### config.mk
export PLATFORM = sky130hd
export DESIGN_NAME = qrs_sqrt
export DESIGN_NICKNAME = d
export VERILOG_FILES = /design/src/design/qrs_sqrt.sv
export SDC_FILE = /design/constraint.sdc
export NUM_CORES = 2
export LEC_CHECK = 0
export BUFFER_PORTS_ARGS = -buffer_cell sky130_fd_sc_hd__buf_4
export CAP_MARGIN = 10
export CORE_MARGIN = 2
export CORE_UTILIZATION = 49
export DETAILED_ROUTE_END_ITERATION = 8
export PLACE_DENSITY = 0.66
export SETUP_SLACK_MARGIN = 0.02
export SLEW_MARGIN = 20
export SYNTH_ARGS = -nofsm -noshare
export SYNTH_HDL_FRONTEND = slang
export SYNTH_SLANG_ARGS = --single-unit
### constraint.sdc
create_clock -name clk -period 4.1 [get_ports clk]
set_clock_uncertainty 0.05 [all_clocks]
set_input_delay 0.82 -clock clk [delete_from_list [all_inputs] [get_ports clk]]
set_output_delay 0.82 -clock clk [all_outputs]
set_load 0.005 [all_outputs]
### src/design/qrs_sqrt.sv
`timescale 1ns / 1ps
module qrs_sqrt #(
    parameter int R_W    = 33,
    parameter int SIDE_W = 8
) (
    input  logic              clk,
    input  logic              rst_n,
    input  logic              en,
    input  logic              in_vld,
    input  logic [2*R_W-1:0]  rad,
    input  logic [SIDE_W-1:0] in_side,
    output logic              out_vld,
    output logic [R_W-1:0]    root,
    output logic [SIDE_W-1:0] out_side
);
    localparam int REM_W = R_W + 2;
    localparam int RAD_W = 2 * R_W;

    logic [R_W-1:0]               vld_reg;
    logic [R_W-1:0][REM_W-1:0]    rem_reg;
    logic [R_W-1:0][R_W-1:0]      root_reg;
    logic [R_W-1:0][RAD_W-1:0]    rad_reg;
    logic [R_W-1:0][SIDE_W-1:0]   side_reg;

    // one root bit per stage, restoring digit recurrence
    for (genvar k = 0; k < R_W; k++) begin : g_stage
        logic              prev_vld;
        logic [REM_W-1:0]  prev_rem;
        logic [R_W-1:0]    prev_root;
        logic [RAD_W-1:0]  prev_rad;
        logic [SIDE_W-1:0] prev_side;
        logic [REM_W+1:0]  rem_sh;
        logic [REM_W+1:0]  trial;
        logic [REM_W+1:0]  diff;
        logic              ge;

        if (k == 0) begin : g_first
            assign prev_vld  = in_vld;
            assign prev_rem  = '0;
            assign prev_root = '0;
            assign prev_rad  = rad;
            assign prev_side = in_side;
        end else begin : g_rest
            assign prev_vld  = vld_reg[k-1];
            assign prev_rem  = rem_reg[k-1];
            assign prev_root = root_reg[k-1];
            assign prev_rad  = rad_reg[k-1];
            assign prev_side = side_reg[k-1];
        end

        assign rem_sh = {prev_rem, prev_rad[RAD_W-1 -: 2]};
        assign trial  = {2'b00, prev_root, 2'b01};
        assign diff   = rem_sh - trial;
        assign ge     = (rem_sh >= trial);

        always_ff @(posedge clk or negedge rst_n) begin
            if (!rst_n) begin
                vld_reg[k] <= 1'b0;
            end else if (en) begin
                vld_reg[k] <= prev_vld;
            end
        end

        always_ff @(posedge clk) begin
            if (en) begin
                rem_reg[k]  <= ge ? diff[REM_W-1:0] : rem_sh[REM_W-1:0];
                root_reg[k] <= {prev_root[R_W-2:0], ge};
                rad_reg[k]  <= prev_rad << 2;
                side_reg[k] <= prev_side;
            end
        end
    end

    assign out_vld  = vld_reg[R_W-1];
    assign root     = root_reg[R_W-1];
    assign out_side = side_reg[R_W-1];
endmodule

==> results.cfg <==
[outcome]
status = complete, no violations

[cts]
cts_buffers = 317
clk_pin_slew_ns = 0.06
cts_buffer_depth = 4
cts_tree = yes
insertion_delay_ns = 0.90
clockRootBuffer = clkbuf_16
post_cts_buffers = 0
htree_levels = 5
cts.sink_count = 2981

[drt]
drc = 0
viasPerCell = 5.55
vias = 80700
drt_iter0_drc = 6243
wl_per_cell_um = 19.4
ant_nets = 0
wl_um = 281000
drt-pass1-iter-count = 5

[global_routing]
track_usage = 0.199
grt_max_degree = 114
grt_pass1_vias = 80200
grt-ovfl-total = 0
grt_pass1_wl_um = 442000
antenna_found_initial = 4

[logic_synthesis]
yosys.area.top_type_share = 0.655
yosys-top-cells-area = edfxtp_1 (66%), ha_1 (5.5%), xnor2_1 (3.0%), xor2_1 (2.8%), a21oi_1 (2.2%)
synth.distinct_cells = 88
synth_edf_count = 2948
syn_nets = 10900
synthFlopType = edfxtp_1
synth_top_area_cell = edfxtp_1
synthArstFlopShare = 0.0111
yosysSeqAreaShare = 0.662
synth-seq-cells = 2981
syn-mean-instance-area_sq_um = 13.2
syn_area_sq_mm = 0.135
ys_warn_count = 0
netlist_instances = 10200

[placed_design]
dpl.cell_count = 13900
dp_slack_ns = -0.303
io_buffers = 119
gp_congestion = 0.944
placed_cell_area_sq_mm = 0.142
dpl.hpwl_um = 202000

[floorplan]
die_h_um = 529
dieArea_sq_mm = 0.280
die_w_um = 529
pin_count = 120
start_util = 0.493
core_sq_mm = 0.274
placementRows = 192

[timing]
finalCritPeriodShare = 0.982
setup_ws_ns = 0.0727
rsz0062_at_grt = false
fmax_mhz = 248
slew_violations = 0
worst_pin_slew_ns = 0.967
hold_viol = 0
slew-limit-headroom = 0.339
setup_viol = 0
fin_crit_ns = 4.03

[layout]
fillers = 22000
drive_gt1_frac = 0.0898
final_common_cell = edfxtp_1
fin_cells = 14500
nets = 11400
final_cell_mix = edfxtp_1 (2948), inv_1 (763), nand2_1 (711), nor2_1 (600), ha_1 (596)
synthToLayoutAreaGrowth_pct = 13.3
design_area_sq_mm = 0.153
largest_register_ffs = 1067

[worst_setup_path]
critPathKind = flop to flop
crit_start = g_stage[27].prev_rem[0]
worstRegToRegCells = 14
critical_path_buf_inv_count = 4
path_max_fanout = 4
reg2reg_to = g_stage[28].prev_rem[31]
critPathArrivalTime_ns = 4.58
r2r_setup_slack_ns = 0.07
cp_common_cell = buf_4
path_cells = ha_1 -> o21ai_0 -> a211oi_1 -> buf_4 -> a2111oi_1 -> buf_4 -> o41ai_1 -> buf_4 -> a2111oi_2 -> buf_4 -> o21ai_0 -> a21oi_1 -> o211a_1 -> xor2_1
slowest_delay_ns = 0.59
r2r-start = g_stage[27].prev_rem[0]
crit_required_ns = 4.65
cp.depth = 14
cp_slowest_cell = a2111oi_1
critPathLaunchType = flop
crit_end = g_stage[28].prev_rem[31]
end_kind = flop
crit_family = compound AO/OA/AOI/OAI gates

[power_and_ir_drop]
pwr_density_cell_mw_per_mm2 = 562
peakVddDrop_mv = 0.415
total_power_mw = 86.0
power_leakage_nw = 57.9

[min_path]
hp-class = primary input to flop

[run]
cap_viol_max_count = 0
-- cells by family (layout without fill, tap and decap cells) --
| family | after synthesis | in the layout | share of synthesized area |
|---|---|---|---|
| flip-flops | 2981 | 2981 | 0.662 |
| AND/OR/NAND/NOR | 2632 | 2632 | 0.0961 |
| AO/OA/AOI/OAI | 2009 | 2009 | 0.0923 |
| other | 1 | 2 | 0.0000278 |
| adder cells (fa/ha/maj) | 596 | 596 | 0.0552 |
| buffers and inverters | 968 | 1722 | 0.0271 |
| multiplexers | 125 | 125 | 0.0104 |
| XOR/XNOR | 884 | 884 | 0.0573 |
-- report_power, final --
part / switching, mW / internal [mW] / leakage (nW)
registers: 2.42 / 38.2 / 28.8
logic: 9.63 / 6.98 / 24.0
clock network: 11.7 / 17.1 / 5.07
-- worst register-to-register path, stage by stage (launching register included) --
cell and delay (ns):
edfxtp_1 0.41, ha_1 0.43, o21ai_0 0.17, a211oi_1 0.12, buf_4 0.17, a2111oi_1 0.59, buf_4 0.22, o41ai_1 0.07
buf_4 0.17, a2111oi_2 0.59, buf_4 0.21, o21ai_0 0.08, a21oi_1 0.22, o211a_1 0.18, xor2_1 0.06
-- synth_stat cells (40+ instances only) --
master	count
a211oi_1	59
a21o_1	240
a21oi_1	584
a31oi_1	44
and2_1	43
and3_1	77
clkbuf_1	180
edfxtp_1	2948
ha_1	596
inv_1	763
mux2_2	106
nand2_1	711
nand2b_1	111
nand3_1	173
nand4_1	108
nor2_1	601
nor2b_1	83
nor3_1	251
nor4_1	130
o211ai_1	40
o21a_1	104
o21ai_0	562
o21bai_1	56
o31ai_1	59
or2_2	52
or3_1	112
or4_1	71
xnor2_1	459
xor2_1	425
-- layout make-up --
type | instances | area [sq um] | share of cell area
multi-input cells | 6247 | 42200 | 0.275
flip-flops and latches | 2981 | 89400 | 0.584
clock inverters | 194 | 2220 | 0.0145
repair buffers | 385 | 3700 | 0.0242
inverters | 767 | 2880 | 0.0188
clock buffers | 376 | 8260 | 0.0540
diodes | 1 | 2.50 | 0.0000163
well taps | 3589 | 4490 | 0.0293
-- per-layer routing --
layer / track usage / vias up / part of all wire
met4: 0.0795 / 0 / 0.038
met5: 0 / - / 0
met3: 0.0277 / 585 / 0.050
li1: - / 38900 / -
met1: 0.264 / 39000 / 0.44
met2: 0.329 / 2206 / 0.47
-- stage by stage --
step	TNS, ns	hold WS, ns	util
2_1_floorplan	0	0.350	-
3_3_place_gp	-0.421	0.350	0.518
3_5_place_dp	-0.582	0.355	0.518
4_1_cts	0	0.00231	0.559
5_1_grt	0	0.0344	0.559
6_report	0	0.0944	0.559
-- worst min-delay path by stage --
stage / start / end / slack (ns) / depth (start not counted)
2_1_floorplan: g_stage[9].prev_rad[18] / g_stage[10].prev_rad[20] / 0.35 / 0
3_3_place_gp: g_stage[3].prev_rad[17] / g_stage[4].prev_rad[19] / 0.35 / 0
3_5_place_dp: g_stage[9].prev_rad[28] / g_stage[10].prev_rad[30] / 0.35 / 0
4_1_cts: rad[0] / g_stage[1].prev_rad[2] / 0.002 / 1
5_1_grt: rad[0] / g_stage[1].prev_rad[2] / 0.03 / 1
6_report: rad[0] / g_stage[1].prev_rad[2] / 0.09 / 1
-- timing repair --
action,4_1_cts,5_1_grt
endpoints found under the hold margin,102,0
resized for setup,2,6
setup endpoints to repair,2,42
cloned,0,0
hold buffers,70,0
(Power assumes the default switching activity.)
